<file path="src/rtl/hsi_ram.sv">
// Generic simple dual-port RAM: one write port, one registered read port.
// No dependencies.
module hsi_ram #(
  parameter int WIDTH = 8,
  parameter int DEPTH = 16
) (
  input  logic                     clk,
  input  logic                     we,
  input  logic [$clog2(DEPTH)-1:0] waddr,
  input  logic [WIDTH-1:0]         wdata,
  input  logic [$clog2(DEPTH)-1:0] raddr,
  output logic [WIDTH-1:0]         rdata
);

  logic [WIDTH-1:0] mem [DEPTH];

  always_ff @(posedge clk) begin
    if (we) begin
      mem[waddr] <= wdata;
    end
    rdata <= mem[raddr];
  end

endmodule

</file>
<file path="config.mk">
export PLATFORM = sky130hd
export DESIGN_NAME = hsi_ram
export DESIGN_NICKNAME = d
export VERILOG_FILES = /design/src/rtl/hsi_ram.sv
export SDC_FILE = /design/constraint.sdc
export NUM_CORES = 1
export LEC_CHECK = 0
export CAP_MARGIN = 20
export CORE_ASPECT_RATIO = 1.4
export CORE_UTILIZATION = 62
export DETAILED_ROUTE_END_ITERATION = 8
export DONT_BUFFER_PORTS = 1
export PLACE_DENSITY = 0.78
export SYNTH_ARGS = -nofsm -noshare
export SYNTH_HDL_FRONTEND = slang
export SYNTH_SLANG_ARGS = --single-unit
export TNS_END_PERCENT = 100
</file>
<file path="constraint.sdc">
create_clock -name clk -period 1.8 [get_ports clk]
set_input_delay 0.18 -clock clk [delete_from_list [all_inputs] [get_ports clk]]
set_output_delay 0.18 -clock clk [all_outputs]
set_load 0.05 [all_outputs]
</file>
==> summary.txt, run 1 <==
Run status
  • Status: complete, no violations

CTS
  • H-tree levels: 4
  • Hold-fix buffers, CTS: 8
  • CTS tree: yes
  • Post-CTS Repair Setup Buffers: 0
  • Clock Latency Late Sink: 0.41 ns
  • Num CTS Buffers: 17
  • CTS sink cnt: approximately 140
  • Root Buffer: clkbuf_16
  • CTS resizes: 0
  • Clk buf depth: 2
  • CTS clock-pin slew for the worst setup and hold paths: 0.05 ns

Drt
  • Met1 Wirelength: 3.434 mm
  • Vias/cell: around 6.3
  • DR iter-0 viols: between 100 and 150
  • Drt first pass iters: 4
  • Vias: roughly 2,400
  • Metal2 WL: ~5.2 mm
  • Post-route ant nets: 0
  • DRC errors left: 0
  • Met3 wire length: 664 um
  • Final wirelength: 9.430 mm
  • Wire length per cell: between 20 and 30 um
  • Uppermost routed layer: met4

Yosys
  • Ranking of synthesized cells by area: edfxtp_1 75%, mux4_2 7.9%, mux4_1 7.1%
  • Synthesized flop and latch total: 136
  • Syn_area_per_cell: 22.48 um^2
  • Post-Syn Nets: 247
  • Post-synth cell types: 19
  • Post-Synthesis Cell Area: 5147 um^2
  • Cells after Synth: 229
  • Synth area leader: edfxtp_1
  • Ys Warns: 0
  • Register area share after synthesis: 77.78%
  • Top-area cell type share of the netlist area: 74.67%

Global route
  • Initial antenna violation count: 0
  • Vias in the first global route: between 2,000 and 2,500
  • GRT Util Overall: 24.91%
  • First-pass GRT wire length: 14.04 mm
  • GRT overflow: 0
  • Largest net degree at the start of global routing: 33

Power and ir drop
  • Power Total: a little over 7 mW
  • Worst vdd ir: 0.0009712 V
  • Pwr dens: between 1000 and 1500 nW/um^2
  • Pleak: about 2 nW

STA
  • Final Max Slew Viols: 0
  • RSZ-0062 raised after global routing: false
  • Worst hold slack: 0.06203 ns
  • Slack of the critical path: 0.3303 ns
  • Worst slew pin tran: approximately 0.7 ns
  • Relative slew slack: 54.44%
  • Total negative slack: 0 ns
  • Final setup vio count: 0
  • Layout Skew: approximately 0.010 ns
  • Max Clk Rate: 680.4 MHz
  • Final Hold Viols: 0
  • Final period util: 81.65%
  • Tmin final: 1.470 ns

Final layout
  • Design area: 5963 um^2
  • Number of diodes: 0
  • Storage element area: 4004 um^2
  • Area Overhead vs Synth: 15.85%
  • Core Util, Final: roughly 74%
  • Layout Nets: 281
  • Number of fill cells: between 400 and 500
  • Final cell count without fillers: 377
  • Multi-input gate area: 1057 um^2
  • Share of cells above drive strength 1: 22.18%

Die
  • Die X: 79.01 um
  • # rows: 39
  • IO Pins: 26
  • Die area: 8676 um^2
  • Starting Density: 63.55%
  • Die Y: 109.8 um
  • Core ar.: 8100 um^2

Setup path
  • Critical Path Sink Type: flop
  • Critical path arrival: 1.75 ns
  • Buf/Inv on CP: 0
  • Slowest stage cell on the critical path: mux4_1
  • CP max FO: 1
  • CP top delay family: multiplexers
  • Crit path launch type: flop
  • Worst path cell trace: mux4_1 > a22oi_1 > nand2_1
  • Required time worst endpoint: about 2.1 ns
  • Max stage delay on crit path: 0.52 ns
  • Critical path type: flop to flop

Placement
  • Port buffer count: 0
  • Place WS: 0.3376 ns
  • Placed cells: ~340
  • Gpl congestion: 0.7981
  • Post-DP HPWL: 5.696 mm
  • Placed cell areas: about 5300 um^2

Flow run
  • Max-cap violations: 0

Min path
  • Min-delay worst type: primary input to flop
==> layout make-up <==
type	count	share of cell area, %
timing repair buffer	25	3.483
multi-input combinational	83	17.73
clock buffer	19	7.260
clock inverter	12	2.245
sequential	136	67.14
tap	102	2.140
==> layer usage <==
metal / vias to the layer above / global-route usage (%)
met5: - / 0
li1: 1040 / -
met3: 13 / 10.12
met1: 1212 / 29.47
met4: 0 / 7.013
met2: 93 / 42.24
==> logic make-up (layout without fill, tap and decap cells) <==
kind of cell | count (synthesis) | in the layout | share of synthesized area (%)
AOI/OAI and AO/OA | 16 | 16 | 2.334
DFF | 136 | 136 | 77.78
and+or+nand+nor | 35 | 35 | 3.184
buffers and inverters | 10 | 56 | 1.677
muxes | 32 | 32 | 15.02
==> registers in the layout, summed over array words and instances, names as in the netlist <==
signal / cells
rdata: 8
mem: 128
==> cells in the final DEF (no fill, tap or decap), types with 8 or more instances in the layout <==
| cell type | synthesis | layout |
|---|---|---|
| buf_4 | 1 | 17 |
| clkbuf_16 | 0 | 17 |
| mux4_1 | 14 | 14 |
| nor2_1 | 13 | 13 |
| edfxtp_1 | 128 | 128 |
| a22oi_1 | 16 | 16 |
| dlygate4sd3_1 | 0 | 8 |
| mux4_2 | 18 | 18 |
| dfxtp_1 | 8 | 8 |
| nand2_1 | 9 | 9 |
==> synth_stat cells <==
| master | number |
|---|---|
| nand2_1 | 9 |
| mux4_1 | 14 |
| nor2_1 | 13 |
| dfxtp_1 | 8 |
| nor3_1 | 4 |
| and2b_1 | 1 |
| mux4_2 | 18 |
| clkdlybuf4s25_2 | 3 |
| a22oi_1 | 16 |
| nor2b_1 | 1 |
| nand2b_1 | 2 |
| buf_6 | 3 |
| nand3b_1 | 2 |
| and2_1 | 1 |
| buf_4 | 1 |
| or3b_2 | 1 |
| nand3_1 | 1 |
| buf_2 | 3 |
| edfxtp_1 | 128 |
==> path summary, 6_finish.rpt <==
check | start | end | slack (ns) | depth (start not counted)
max | mem[9][1] | rdata[1] | 0.33 | 3
min | raddr[1] | rdata[3] | 0.06 | 3
max reg2reg | mem[9][1] | rdata[1] | 0.33 | 3
min reg2reg | mem[7][3] | rdata[3] | 0.67 | 3
==> worst min-delay path, cell delays in order <==
cell,delay [ns]
mux4_1,0.13
a22oi_1,0.06
nand2_1,0.06
==> report_power, final <==
part / leakage, nW / internal [mW] / switching [mW]
Combinational: 0.495 / 0.120 / 0.123
Sequential: 1.22 / 3.54 / 0.102
Clock: 0.280 / 2.14 / 1.14
Total: 2.00 / 5.80 / 1.37
Note: power is estimated with default switching activity, not from simulation.
==> inputs of run 2 (changes only) <==
ABC_AREA = 1   (was not set)
CORE_UTILIZATION = 57   (was 62)
PLACE_DENSITY = 0.75   (was 0.78)
clock period = 1.35 ns   (was 1.8 ns; I/O delays follow)
==> summary.txt, run 2 <==
CTS
  • Post-CTS Repair Setup Buffers: 0 (unchanged)
  • Clk buf depth: 2 (unchanged)
  • CTS resizes: 0 (unchanged)
  • CTS clock-pin slew for the worst setup and hold paths: 0.06 ns (about the same)
  • CTS sink cnt: 136 (unchanged)
  • Num CTS Buffers: 17 (unchanged)
  • H-tree levels: 4 (unchanged)
  • Root Buffer: clkbuf_16
  • CTS tree: yes
  • Clock Latency Late Sink: 0.41 ns (about the same)
  • Hold-fix buffers, CTS: 10 (+2)

Final layout
  • Layout Nets: 596 (+110%)
  • Final cell count without fillers: 727 (+93%)
  • Core Util, Final: 68.13% (-5.5 points)
  • Biggest regs: mem x128, rdata x8
  • Multi-input gate area: 1214 um^2 (+15%)
  • Max reg flops: 128 (unchanged)
  • Area Overhead vs Synth: 16.32%
  • Most frequent cells in the layout: 173 x nand2_1, 128 x edfxtp_1, 100 x inv_1
  • Largest register by flop count: mem
  • Number of fill cells: 694 (+42%)
  • Storage element area: 4004 um^2 (unchanged)
  • Share of cells above drive strength 1: 9.137% (-13 points)
  • Design area: 6708 um^2 (+12%)
  • Most common cell after layout, fill and taps aside: nand2_1

Setup path
  • Crit path launch type: flop
  • R2r setup slk: 0.30 ns (-0.03 ns)
  • Critical path arrival: 1.08 ns (-0.67 ns)
  • CP max FO: 1 (unchanged)
  • Required time worst endpoint: 1.22 ns (-0.86 ns)
  • Critical Path Sink Type: output pin
  • Critical path type: flop to output pin

Power and ir drop
  • Int Power: 8.203 mW (+41%)
  • Sw frac: 20.52% (+1.4 points)
  • Pwr dens: 1539 nW/um^2 (+28%)
  • Pleak: 2.884 nW (+44%)
  • Power Total: 10.32 mW (+44%)
  • Switch Pwr: 2.118 mW (+55%)
  • Combinational Power Share: 4.7% (+1.3 points)
  • Flop pwr share: 47.0% (-3.9 points)
  • Worst vdd ir: 0.0009502 V (-2.2%)
  • Clock power share: 48.2% (+2.4 points)

STA
  • Final period util: 90.15%
  • Relative slew slack: 42.45% (-12 points)
  • Worst slew pin tran: 0.8604 ns (+0.1796 ns)
  • Final Hold Viols: 0 (unchanged)
  • Final Max Slew Viols: 0 (unchanged)
  • Worst hold slack: 0.02324 ns (-0.03879 ns)
  • Slack of the critical path: 0.1329 ns (-0.1974 ns)
  • Tmin final: 1.217 ns
  • Total negative slack: 0 ns (unchanged)
  • Max Clk Rate: 821.6 MHz
  • RSZ-0062 raised after global routing: false
  • Final setup vio count: 0 (unchanged)
  • Layout Skew: 0.007308 ns (-0.002812 ns)

Global route
  • GRT Util Overall: 26.97% (+2.1 points)
  • GRT overflow: 0 (unchanged)
  • Vias in the first global route: 3,840 (+57%)
  • First-pass GRT wire length: 19.98 mm (+42%)
  • Largest net degree at the start of global routing: 66 (+100%)
  • Initial antenna violation count: 1 (+1)

Drt
  • Vias/cell: 5.300 (-15%)
  • Drt first pass iters: 5 (+1)
  • Post-route ant nets: 0 (unchanged)
  • DR iter-0 viols: 341 (+150%)
  • Vias: 3,853 (+63%)
  • DRC errors left: 0 (unchanged)
  • Final wirelength: 12.67 mm (+34%)
  • Wire length per cell: 17.43 um (-30%)

Placement
  • Placed cells: 684 (+100%)
  • Place WS: 0.3116 ns (-0.02593 ns)
  • Placed cell areas: 5959 um^2 (+12%)
  • Post-DP HPWL: 7.670 mm (+35%)
  • Gpl congestion: 0.8208 (+2.8%)
  • Port buffer count: 0 (unchanged)

Die
  • Die Y: 121.0 um (+10%)
  • IO Pins: 26 (unchanged)
  • Die area: 10,530 um^2 (+21%)
  • # rows: 43 (+10%)
  • Die X: 87.01 um (+10%)
  • Starting Density: 58.57% (-5.0 points)
  • Core ar.: 9846 um^2 (+22%)

Yosys
  • Syn_area_per_cell: 10.47 um^2 (-53%)
  • Synthesized flop and latch total: 136 (unchanged)
  • Most common cell in the synthesized netlist: nand2_1
  • Post-Syn Nets: 569 (+130%)
  • Number of synthesized flops with an enable pin: 128 (unchanged)
  • Top cells by count, synth: 173 x nand2_1, 128 x edfxtp_1, 100 x inv_1
  • Asr flop ratio synth: 0% (unchanged)
  • Post-synth cell types: 12 (-7)
  • Cells after Synth: 551 (+140%)
  • Ranking of synthesized cells by area: edfxtp_1 67%, nand2_1 11%, nand3_1 8.4%
  • Ys Warns: 0 (unchanged)
  • Synth area leader: edfxtp_1
  • Ys flop type: edfxtp_1
  • Post-Synthesis Cell Area: 5767 um^2 (+12%)
  • Top-area cell type share of the netlist area: 66.65% (-8.0 points)
  • Register area share after synthesis: 69.43% (-8.4 points)

Flow run
  • Max-cap violations: 0 (unchanged)

Min path
  • Min-delay worst type: primary input to flop

Run status
  • Status: complete, no violations
## run 2: cells by family (layout without fill, tap and decap cells)
family        after synthesis  in the layout  synth area share [%]
flops                     136            136                 69.43
simple gates              289            289                 21.05
other cells                 0              1                     0
buf+inv                   126            166                 9.525
## run 2: area by class of cell
| cell class | instances | share of cell area [%] |
|---|---|---|
| timing repair buffer | 32 | 4.328 |
| multi-input combinational | 289 | 18.09 |
| tap | 135 | 2.518 |
| antenna | 1 | 0.03731 |
| sequential | 136 | 59.69 |
| inverter | 102 | 5.708 |
| clock inverter | 12 | 2.966 |
| clock buffer | 20 | 6.659 |
## run 2: final timing paths
kind               from       end  cells after the start
max reg2reg   mem[0][7]  rdata[7]                      6
max            rdata[6]  rdata[6]                      0
min reg2reg  mem[10][2]  rdata[2]                      6
min            raddr[2]  rdata[3]                      3
## run 2: power by group through the flow
stage	Clock [mW]	Sequential, mW	Combinational, mW
2_1_floorplan	0	4.93	0.333
6_report	4.98	4.85	0.489
4_1_cts	5.01	4.85	0.487
5_1_grt	5.18	4.86	0.539
3_5_place_dp	0	4.94	0.383
3_3_place_gp	0	4.94	0.374
## run 2: per-layer routing
metal	GRT usage, %	wire, um
met3	8.231	776
met4	13.85	516
met5	0	0
met2	44.14	6479
met1	31.86	4900
