==> src/rtl/hsi_pkg.sv <==
// Package for the hash set intersection engine: field widths, defaults, codes.
// Used by the top, the remainder unit and the testbench; depends on nothing.
package hsi_pkg;

  localparam int HSI_TABLE_BUCKETS = 8192;
  localparam int HSI_BUCKET_WAYS   = 8;
  localparam int HSI_MAX_ITEMS     = 4096;
  localparam int HSI_MAX_COMMON    = 4096;

  localparam int KEY_W = 31;
  localparam int POS_W = 12;
  localparam int CNT_W = 16;

  // Operation codes carried in the mode field
  typedef enum logic [1:0] {
    MODE_CLEAR  = 2'd0,
    MODE_INSERT = 2'd1,
    MODE_PROBE  = 2'd2,
    MODE_DRAIN  = 2'd3
  } mode_t;

endpackage

==> src/rtl/hsi_remu.sv <==
// Remainder unit: key mod TABLE_BUCKETS by reciprocal multiplication in multiply, subtract and fix phases.
// Depends on hsi_pkg.
module hsi_remu
  import hsi_pkg::*;
#(
  parameter int TABLE_BUCKETS = HSI_TABLE_BUCKETS
) (
  input  logic                             clk,
  input  logic                             rst,
  input  logic                             start,
  input  logic [KEY_W-1:0]                 dividend,
  output logic                             done,
  output logic [$clog2(TABLE_BUCKETS)-1:0] rem
);

  localparam int BKW = $clog2(TABLE_BUCKETS);
  localparam int SHF = KEY_W + BKW;
  // Floor of 2^SHF / TABLE_BUCKETS; the estimated quotient is short by at most one
  localparam logic [63:0]      RCP     = (64'd1 << SHF) / 64'(TABLE_BUCKETS);
  localparam logic [KEY_W-1:0] DIVISOR = KEY_W'(TABLE_BUCKETS);

  typedef enum logic [2:0] {
    R_MUL = 3'b001,
    R_SUB = 3'b010,
    R_FIX = 3'b100
  } rphase_t;

  logic             busy;
  rphase_t          phase;
  logic [KEY_W-1:0] kreg;
  logic [KEY_W-1:0] quo;
  logic [KEY_W-1:0] part;
  logic [63:0]      prod;
  logic [63:0]      qprod;

  // Quotient estimate and its back-multiplication
  always_comb begin
    prod  = 64'(kreg) * RCP;
    qprod = 64'(quo) * 64'(TABLE_BUCKETS);
  end

  always_ff @(posedge clk) begin
    if (rst) begin
      busy  <= 1'b0;
      done  <= 1'b0;
      phase <= R_MUL;
    end else if (start) begin
      busy  <= 1'b1;
      done  <= 1'b0;
      phase <= R_MUL;
      kreg  <= dividend;
    end else if (busy) begin
      case (phase)
        R_MUL: begin
          quo   <= KEY_W'(prod >> SHF);
          phase <= R_SUB;
        end
        R_SUB: begin
          part  <= kreg - KEY_W'(qprod);
          phase <= R_FIX;
        end
        R_FIX: begin
          // Partial remainder is below twice the divisor
          rem   <= (part >= DIVISOR) ? BKW'(part - DIVISOR) : BKW'(part);
          busy  <= 1'b0;
          done  <= 1'b1;
          phase <= R_MUL;
        end
        default: phase <= R_MUL;
      endcase
    end
  end

endmodule

==> config.mk <==
export PLATFORM = sky130hd
export DESIGN_NAME = hsi_remu
export DESIGN_NICKNAME = d
export VERILOG_FILES = /design/src/rtl/hsi_pkg.sv /design/src/rtl/hsi_remu.sv
export SDC_FILE = /design/constraint.sdc
export NUM_CORES = 1
export LEC_CHECK = 0
export BUFFER_PORTS_ARGS = -buffer_cell sky130_fd_sc_hd__buf_2
export CORE_MARGIN = 5
export CORE_UTILIZATION = 43
export DETAILED_ROUTE_END_ITERATION = 16
export PLACE_DENSITY = 0.75
export SLEW_MARGIN = 10
export SYNTH_ARGS = -nofsm -noshare
export SYNTH_HDL_FRONTEND = slang
export SYNTH_SLANG_ARGS = --single-unit
==> constraint.sdc <==
create_clock -name clk -period 1.5 [get_ports clk]
set_input_delay 0.15 -clock clk [delete_from_list [all_inputs] [get_ports clk]]
set_output_delay 0.15 -clock clk [all_outputs]
set_load 0.02 [all_outputs]
==> results of run 1 <==
## cells by family (layout without fill, tap and decap cells)
group,after synthesis,in the layout
simple gates,15,15
buf+inv,0,54
compound gates,4,4
flops,44,44
## through the flow
step                      instances  setup slack [ns]  total power [W]  instance area, sq um
after floorplan                  63          0.004042         0.001411                  1408
after global placement          139            0.2655         0.001436                  1630
after global routing            161           0.03191         0.002223                  1851
final                           161           0.09348         0.002134                  1851
after CTS                       161            0.1144         0.002163                  1851
after detailed placement        139            0.2169         0.001444                  1630
## final timing paths
check / startpoint / to / slack [ns] / depth (start not counted)
hold reg to reg: part[8] / rem[8] / 0.43 / 0
setup / recovery: rst / rem[2] / 0.09 / 5
hold / removal: start / busy / 0.11 / 3
setup reg to reg: phase[0] / rem[2] / 0.21 / 3
## worst max-delay path, cell delays in order
cell	delay, ns
sky130_fd_sc_hd__dlygate4sd3_1	0.53
sky130_fd_sc_hd__buf_2	0.14
sky130_fd_sc_hd__nor2_1	0.26
sky130_fd_sc_hd__and2_1	0.19
sky130_fd_sc_hd__buf_4	0.20
## repair_timing
| action | CTS | global route |
|---|---|---|
| hold buffers | 14 | 0 |
| gates resized for setup | 0 | 0 |
| endpoints found under the setup margin | 0 | 0 |
| hold endpoints to repair | 14 | 0 |
## cell type report
type                    count  area, sq um  area share
well taps                  44        55.05     0.02975
repair buffers             46        307.8      0.1663
clock inverters             3        42.54     0.02299
flip-flops and latches     44         1271      0.6870
clock buffers               5        37.54     0.02028
multi-input cells          19        136.4     0.07370
## routing by layer
metal	track usage	wire length, microns
met1	0.09933	713
met2	0.1791	997
met3	0.03494	157
met4	0.08354	61
met5	0	0
## cell usage in the layout, fill, tap and decap left out, types with 2 or more instances in the layout
| cell type | n |
|---|---|
| sky130_fd_sc_hd__dfxtp_1 | 5 |
| sky130_fd_sc_hd__nor2_1 | 4 |
| sky130_fd_sc_hd__edfxtp_1 | 39 |
| sky130_fd_sc_hd__dlygate4sd3_1 | 14 |
| sky130_fd_sc_hd__o21a_1 | 2 |
| sky130_fd_sc_hd__clkbuf_4 | 5 |
| sky130_fd_sc_hd__nor2b_1 | 2 |
| sky130_fd_sc_hd__and4bb_1 | 2 |
| sky130_fd_sc_hd__buf_4 | 3 |
| sky130_fd_sc_hd__buf_2 | 29 |
## power breakdown
part / internal [W] / switching, W / total [W]
Combinational: 0.0000477 / 0.0000254 / 0.0000731
Clock: 0.000348 / 0.000342 / 0.000690
Sequential: 0.00136 / 0.0000137 / 0.00137
Total: 0.00175 / 0.000381 / 0.00213
## state kept, by name, summed over array words and instances (netlist names)
signal,cells
kreg,13
part,13
rem,13
phase,3
busy,1
done,1
==> flow_results.xml, run 1 <==
<?xml version="1.0" encoding="UTF-8"?>
<metrics>
  <group name="status">
    <metric name="status" unit="">finished, final reports clean</metric>
  </group>
  <group name="routing">
    <metric name="first_pass_iters" unit="">3</metric>
    <metric name="drtAntennaViolNets" unit="">0</metric>
    <metric name="vias" unit="">706</metric>
    <metric name="drc" unit="">0</metric>
    <metric name="detail_route.iter0.violations" unit="">11</metric>
    <metric name="avgViaCountPerCell" unit="">4.385</metric>
    <metric name="drt-wirelength-per-cell" unit="microns">11.98</metric>
    <metric name="route.final.wire_length" unit="microns">1929</metric>
  </group>
  <group name="timing">
    <metric name="hold_viol" unit="">0</metric>
    <metric name="finalCriticalPeriod" unit="ns">1.407</metric>
    <metric name="finClkSkew" unit="ns">0.006361</metric>
    <metric name="setup-tns-final" unit="ns">0</metric>
    <metric name="holdWs" unit="ns">0.1057</metric>
    <metric name="report.final.slew_viol_count" unit="">0</metric>
    <metric name="final_min_period_over_clock_period" unit="">0.9377</metric>
    <metric name="finalSetupViolCount" unit="">0</metric>
    <metric name="fmaxAchievable" unit="MHz">711.0</metric>
    <metric name="rsz_0062_raised_after_global_routing" unit="">no</metric>
    <metric name="worst-slew-pin-transition" unit="ns">0.2950</metric>
    <metric name="relSlewSlack" unit="">0.8026</metric>
  </group>
  <group name="finish">
    <metric name="layout.nets" unit="">150</metric>
    <metric name="post_route_cells_drive_above_1_share" unit="">0.3504</metric>
    <metric name="num_antenna_cells" unit="">0</metric>
    <metric name="layout.filler_cells" unit="">248</metric>
    <metric name="fin_util" unit="">0.5964</metric>
    <metric name="synthToLayoutAreaGrowth" unit="%">31.47</metric>
  </group>
  <group name="pwr">
    <metric name="ir_drop_worst_vdd" unit="mV">0.8913</metric>
    <metric name="pwrdens" unit="nW/um^2">1153</metric>
    <metric name="static-leakage-power" unit="nW">0.6716</metric>
  </group>
  <group name="setup_path">
    <metric name="critical_path.max_fanout" unit="">13</metric>
    <metric name="worst-endpoint-required" unit="ns">1.56</metric>
    <metric name="critical_path_class" unit="">input pin to flop</metric>
    <metric name="critical_path_arrival" unit="ns">1.46</metric>
    <metric name="worstSetupStartpointType" unit="">input pin</metric>
    <metric name="critical_path.endpoint_type" unit="">flop</metric>
  </group>
  <group name="yosys">
    <metric name="synth_compound_area_frac" unit="">0.02311</metric>
    <metric name="synth.top_cells.by_count" unit="">39 x sky130_fd_sc_hd__edfxtp_1, 5 x sky130_fd_sc_hd__dfxtp_1, 4 x sky130_fd_sc_hd__nor2_1</metric>
    <metric name="muxShareOfSynthArea" unit="">0</metric>
    <metric name="netlist.top_cell.by_area" unit="">sky130_fd_sc_hd__edfxtp_1</metric>
    <metric name="syn-instance-count" unit="">63</metric>
    <metric name="yosysWarnings" unit="">0</metric>
    <metric name="syn-num-nets" unit="">97</metric>
    <metric name="synth_top_area_frac" unit="">0.8320</metric>
    <metric name="synth_fa_ha_area_frac" unit="">0</metric>
    <metric name="post_synth_instance_area" unit="sq um">1408</metric>
    <metric name="postSynth.asyncResetShare" unit="">0</metric>
    <metric name="synth_edf_count" unit="">39</metric>
    <metric name="synth.area.top_cells" unit="">sky130_fd_sc_hd__edfxtp_1 83%, sky130_fd_sc_hd__dfxtp_1 7.1%, sky130_fd_sc_hd__and4bb_1 1.8%</metric>
    <metric name="synth-xor-area-share" unit="">0</metric>
    <metric name="seq_area_frac_synth" unit="">0.9031</metric>
    <metric name="synth_cell_type_count" unit="">15</metric>
    <metric name="syn_avg_cell_area" unit="sq um">22.34</metric>
    <metric name="synth-seq-cells" unit="">44</metric>
    <metric name="synth_most_common_cell" unit="">sky130_fd_sc_hd__edfxtp_1</metric>
    <metric name="synth_top_flop_cell" unit="">sky130_fd_sc_hd__edfxtp_1</metric>
    <metric name="post_synth_and_or_nand_nor_area_fraction" unit="">0.07378</metric>
    <metric name="synth_top_family_by_area" unit="">simple AND/OR/NAND/NOR gates</metric>
  </group>
  <group name="global_routing">
    <metric name="grt-ovfl-total" unit="">0</metric>
    <metric name="grt_antenna_before_repair" unit="">0</metric>
    <metric name="wire_length_of_the_first_global_routing_pass" unit="microns">3215</metric>
    <metric name="pin_count_of_the_biggest_net_entering_global_routing" unit="">15</metric>
    <metric name="grtUsageTotal" unit="">0.1037</metric>
    <metric name="first_global_vias" unit="">729</metric>
  </group>
  <group name="place">
    <metric name="gp_congestion" unit="">0.6962</metric>
    <metric name="post-dp-hpwl" unit="microns">1337</metric>
    <metric name="placement.io_buffers" unit="">29</metric>
  </group>
  <group name="die">
    <metric name="fp.dieH" unit="microns">67.22</metric>
    <metric name="fp-row-count" unit="">20</metric>
    <metric name="initial_utilization" unit="">0.4536</metric>
    <metric name="die_area" unit="sq um">4518</metric>
    <metric name="floorplan.core_area" unit="sq um">3103</metric>
    <metric name="die_width" unit="microns">67.22</metric>
    <metric name="num_io_pins" unit="">48</metric>
  </group>
  <group name="clocking">
    <metric name="cts_post_setup_buffers_inserted" unit="">0</metric>
    <metric name="numCtsBuffers" unit="">5</metric>
    <metric name="worst_skew_pair.late_latency" unit="ns">0.34</metric>
    <metric name="clock_sinks" unit="">44</metric>
    <metric name="clock_tree.buffer_depth" unit="">2</metric>
    <metric name="ctsHtreeMaxLevel" unit="">2</metric>
    <metric name="root_buffer" unit="">sky130_fd_sc_hd__clkbuf_4</metric>
    <metric name="tritoncts" unit="">done</metric>
    <metric name="clkTransAtPathRegs" unit="ns">0.11</metric>
  </group>
  <group name="flow_run">
    <metric name="maxCapViolations" unit="">0</metric>
  </group>
  <group name="min_path">
    <metric name="worstHoldPathType" unit="">input pin to flop</metric>
  </group>
</metrics>
No activity file was read; power rests on OpenSTA's default activity.
==> run 2: changes to the inputs <==
--- a/config.mk
+++ b/config.mk
@@ -6,10 +6,13 @@
 export NUM_CORES = 1
 export LEC_CHECK = 0
 export BUFFER_PORTS_ARGS = -buffer_cell sky130_fd_sc_hd__buf_2
+export CAP_MARGIN = 20
 export CORE_MARGIN = 5
 export CORE_UTILIZATION = 43
 export DETAILED_ROUTE_END_ITERATION = 16
 export PLACE_DENSITY = 0.75
+export REMOVE_ABC_BUFFERS = 1
+export SKIP_CTS_REPAIR_TIMING = 1
 export SLEW_MARGIN = 10
 export SYNTH_ARGS = -nofsm -noshare
 export SYNTH_HDL_FRONTEND = slang
==> run 2 against run 1 <==
- register-to-register slack about the same
- via count up 0.42%
- die area unchanged
- critical path type is now flop to flop
- combinational power down 2.9%
- fmax up 9.5%
- critical path depth down 2
- sequential share of layout area up 0.37 points
- core utilization down 0.32 points
- cell count down 0.62%
==> flow_results.xml, run 2 (synthesis results as in run 1) <==
<?xml version="1.0" encoding="UTF-8"?>
<metrics>
  <group name="timing">
    <metric name="relSlewSlack" unit="">0.8052</metric>
    <metric name="hold_viol" unit="">0</metric>
    <metric name="final_min_period_over_clock_period" unit="">0.8564</metric>
    <metric name="rsz_0062_raised_after_global_routing" unit="">no</metric>
    <metric name="finalSetupViolCount" unit="">0</metric>
    <metric name="finClkSkew" unit="ns">0.006522</metric>
    <metric name="finalCriticalPeriod" unit="ns">1.285</metric>
    <metric name="setup-tns-final" unit="ns">0</metric>
    <metric name="report.final.slew_viol_count" unit="">0</metric>
    <metric name="fmaxAchievable" unit="MHz">778.5</metric>
    <metric name="worst-slew-pin-transition" unit="ns">0.2911</metric>
  </group>
  <group name="routing">
    <metric name="drt-wirelength-per-cell" unit="microns">11.98</metric>
    <metric name="vias" unit="">709</metric>
    <metric name="route.final.wire_length" unit="microns">1917</metric>
    <metric name="drc" unit="">0</metric>
    <metric name="detail_route.iter0.violations" unit="">3</metric>
    <metric name="first_pass_iters" unit="">3</metric>
    <metric name="avgViaCountPerCell" unit="">4.431</metric>
    <metric name="drtAntennaViolNets" unit="">0</metric>
  </group>
  <group name="clocking">
    <metric name="numCtsBuffers" unit="">5</metric>
    <metric name="clkTransAtPathRegs" unit="ns">0.11</metric>
    <metric name="ctsHtreeMaxLevel" unit="">2</metric>
    <metric name="worst_skew_pair.late_latency" unit="ns">0.34</metric>
    <metric name="clock_sinks" unit="">44</metric>
    <metric name="root_buffer" unit="">sky130_fd_sc_hd__clkbuf_4</metric>
    <metric name="clock_tree.buffer_depth" unit="">2</metric>
    <metric name="tritoncts" unit="">done</metric>
  </group>
  <group name="setup_path">
    <metric name="critical_path_class" unit="">flop to flop</metric>
    <metric name="worst-endpoint-required" unit="ns">1.56</metric>
    <metric name="critical_path.endpoint_type" unit="">flop</metric>
    <metric name="critical_path.max_fanout" unit="">13</metric>
    <metric name="critical_path.startpoint" unit="">busy</metric>
    <metric name="worstReg2RegEnd" unit="">rem[2]</metric>
    <metric name="reg2reg_setup_slack" unit="ns">0.22</metric>
    <metric name="timing.rr.start" unit="">busy</metric>
    <metric name="critical_path_arrival" unit="ns">1.34</metric>
    <metric name="r2r.worst_path.cells" unit="">3</metric>
    <metric name="worstSetupStartpointType" unit="">flop</metric>
    <metric name="worstSetupEndpoint" unit="">rem[2]</metric>
  </group>
  <group name="finish">
    <metric name="fin_util" unit="">0.5931</metric>
    <metric name="final_cell_mix" unit="">39 x sky130_fd_sc_hd__edfxtp_1, 29 x sky130_fd_sc_hd__buf_2, 13 x sky130_fd_sc_hd__dlygate4sd3_1</metric>
    <metric name="synthToLayoutAreaGrowth" unit="%">30.76</metric>
    <metric name="layout.filler_cells" unit="">247</metric>
    <metric name="final_common_cell" unit="">sky130_fd_sc_hd__edfxtp_1</metric>
    <metric name="ff_latch_area" unit="sq um">1271</metric>
    <metric name="layout.nets" unit="">149</metric>
    <metric name="leading_registers_by_flop_count" unit="">kreg x13, part x13, rem x13</metric>
    <metric name="stdcell_count" unit="">160</metric>
    <metric name="post_route_cells_drive_above_1_share" unit="">0.3534</metric>
    <metric name="num_antenna_cells" unit="">0</metric>
    <metric name="fin_area" unit="sq um">1841</metric>
    <metric name="area_of_the_multi_input_gates" unit="sq um">136.4</metric>
  </group>
  <group name="die">
    <metric name="fp.dieH" unit="microns">67.22</metric>
    <metric name="initial_utilization" unit="">0.4536</metric>
    <metric name="num_io_pins" unit="">48</metric>
    <metric name="die_width" unit="microns">67.22</metric>
    <metric name="die_area" unit="sq um">4518</metric>
    <metric name="floorplan.core_area" unit="sq um">3103</metric>
    <metric name="fp-row-count" unit="">20</metric>
  </group>
  <group name="status">
    <metric name="status" unit="">finished, final reports clean</metric>
  </group>
  <group name="place">
    <metric name="placement.io_buffers" unit="">29</metric>
    <metric name="gp_congestion" unit="">0.6962</metric>
    <metric name="post-dp-hpwl" unit="microns">1337</metric>
    <metric name="dpl.cell_count" unit="">139</metric>
    <metric name="placedInstanceArea" unit="sq um">1630</metric>
  </group>
  <group name="pwr">
    <metric name="pwrdens" unit="nW/um^2">1158</metric>
    <metric name="ir_drop_worst_vdd" unit="mV">0.8917</metric>
    <metric name="static-leakage-power" unit="nW">0.6675</metric>
  </group>
  <group name="global_routing">
    <metric name="grt_antenna_before_repair" unit="">0</metric>
    <metric name="wire_length_of_the_first_global_routing_pass" unit="microns">2932</metric>
    <metric name="grt-ovfl-total" unit="">0</metric>
    <metric name="first_global_vias" unit="">667</metric>
    <metric name="grtUsageTotal" unit="">0.09483</metric>
    <metric name="pin_count_of_the_biggest_net_entering_global_routing" unit="">15</metric>
  </group>
  <group name="flow_run">
    <metric name="maxCapViolations" unit="">0</metric>
  </group>
  <group name="min_path">
    <metric name="worstHoldPathType" unit="">input pin to flop</metric>
  </group>
</metrics>
[run 2: changes by cell type in the layout (fill, tap and decap cells not counted)]
cell	change
sky130_fd_sc_hd__dlygate4sd3_1	-1
[run 2: area by class of cell]
class                           instances  share of cell area
Clock buffer                            5             0.02039
Clock inverter                          3             0.02311
Multi-Input combinational cell         19             0.07410
Sequential cell                        44              0.6907
Tap cell                               44             0.02991
Timing Repair Buffer                   45              0.1618
[run 2: report_power, final]
group,switching (W),internal (W)
clock,0.000342,0.000348
sequential,0.0000137,0.00136
combinational,0.0000250,0.0000460
total,0.000380,0.00175
[run 2: critical path: stages, from the launching register on]
cell and delay, ns:
sky130_fd_sc_hd__dfxtp_1 0.44, sky130_fd_sc_hd__and4bb_1 0.23, sky130_fd_sc_hd__and2_1 0.14, sky130_fd_sc_hd__buf_4 0.20
[run 2: per-layer routing]
layer | GRT usage | wire [microns]
met4 | 0.08354 | 61
met5 | 0 | 0
met3 | 0.03494 | 157
met2 | 0.1497 | 989
met1 | 0.09854 | 708
[run 2: worst min-delay path by stage]
stage                       startpoint        to  slack (ns)  cells after the start
final                              rst      busy        0.01                      2
after global routing               rst      busy        0.01                      2
after CTS                  dividend[3]   kreg[3]       -0.05                      1
after detailed placement  dividend[12]  kreg[12]        0.33                      1
after global placement     dividend[4]   kreg[4]        0.33                      1
after floorplan                    rst      busy        0.23                      1
[run 2: stage by stage]
step,setup slack (ns),power [W],hold WS (ns)
after floorplan,0.004042,0.001411,0.2293
after global placement,0.2655,0.001436,0.3277
after detailed placement,0.2169,0.001444,0.3281
after CTS,0.1988,0.002135,-0.04624
after global routing,0.1190,0.002221,0.009716
final,0.2154,0.002132,0.01053
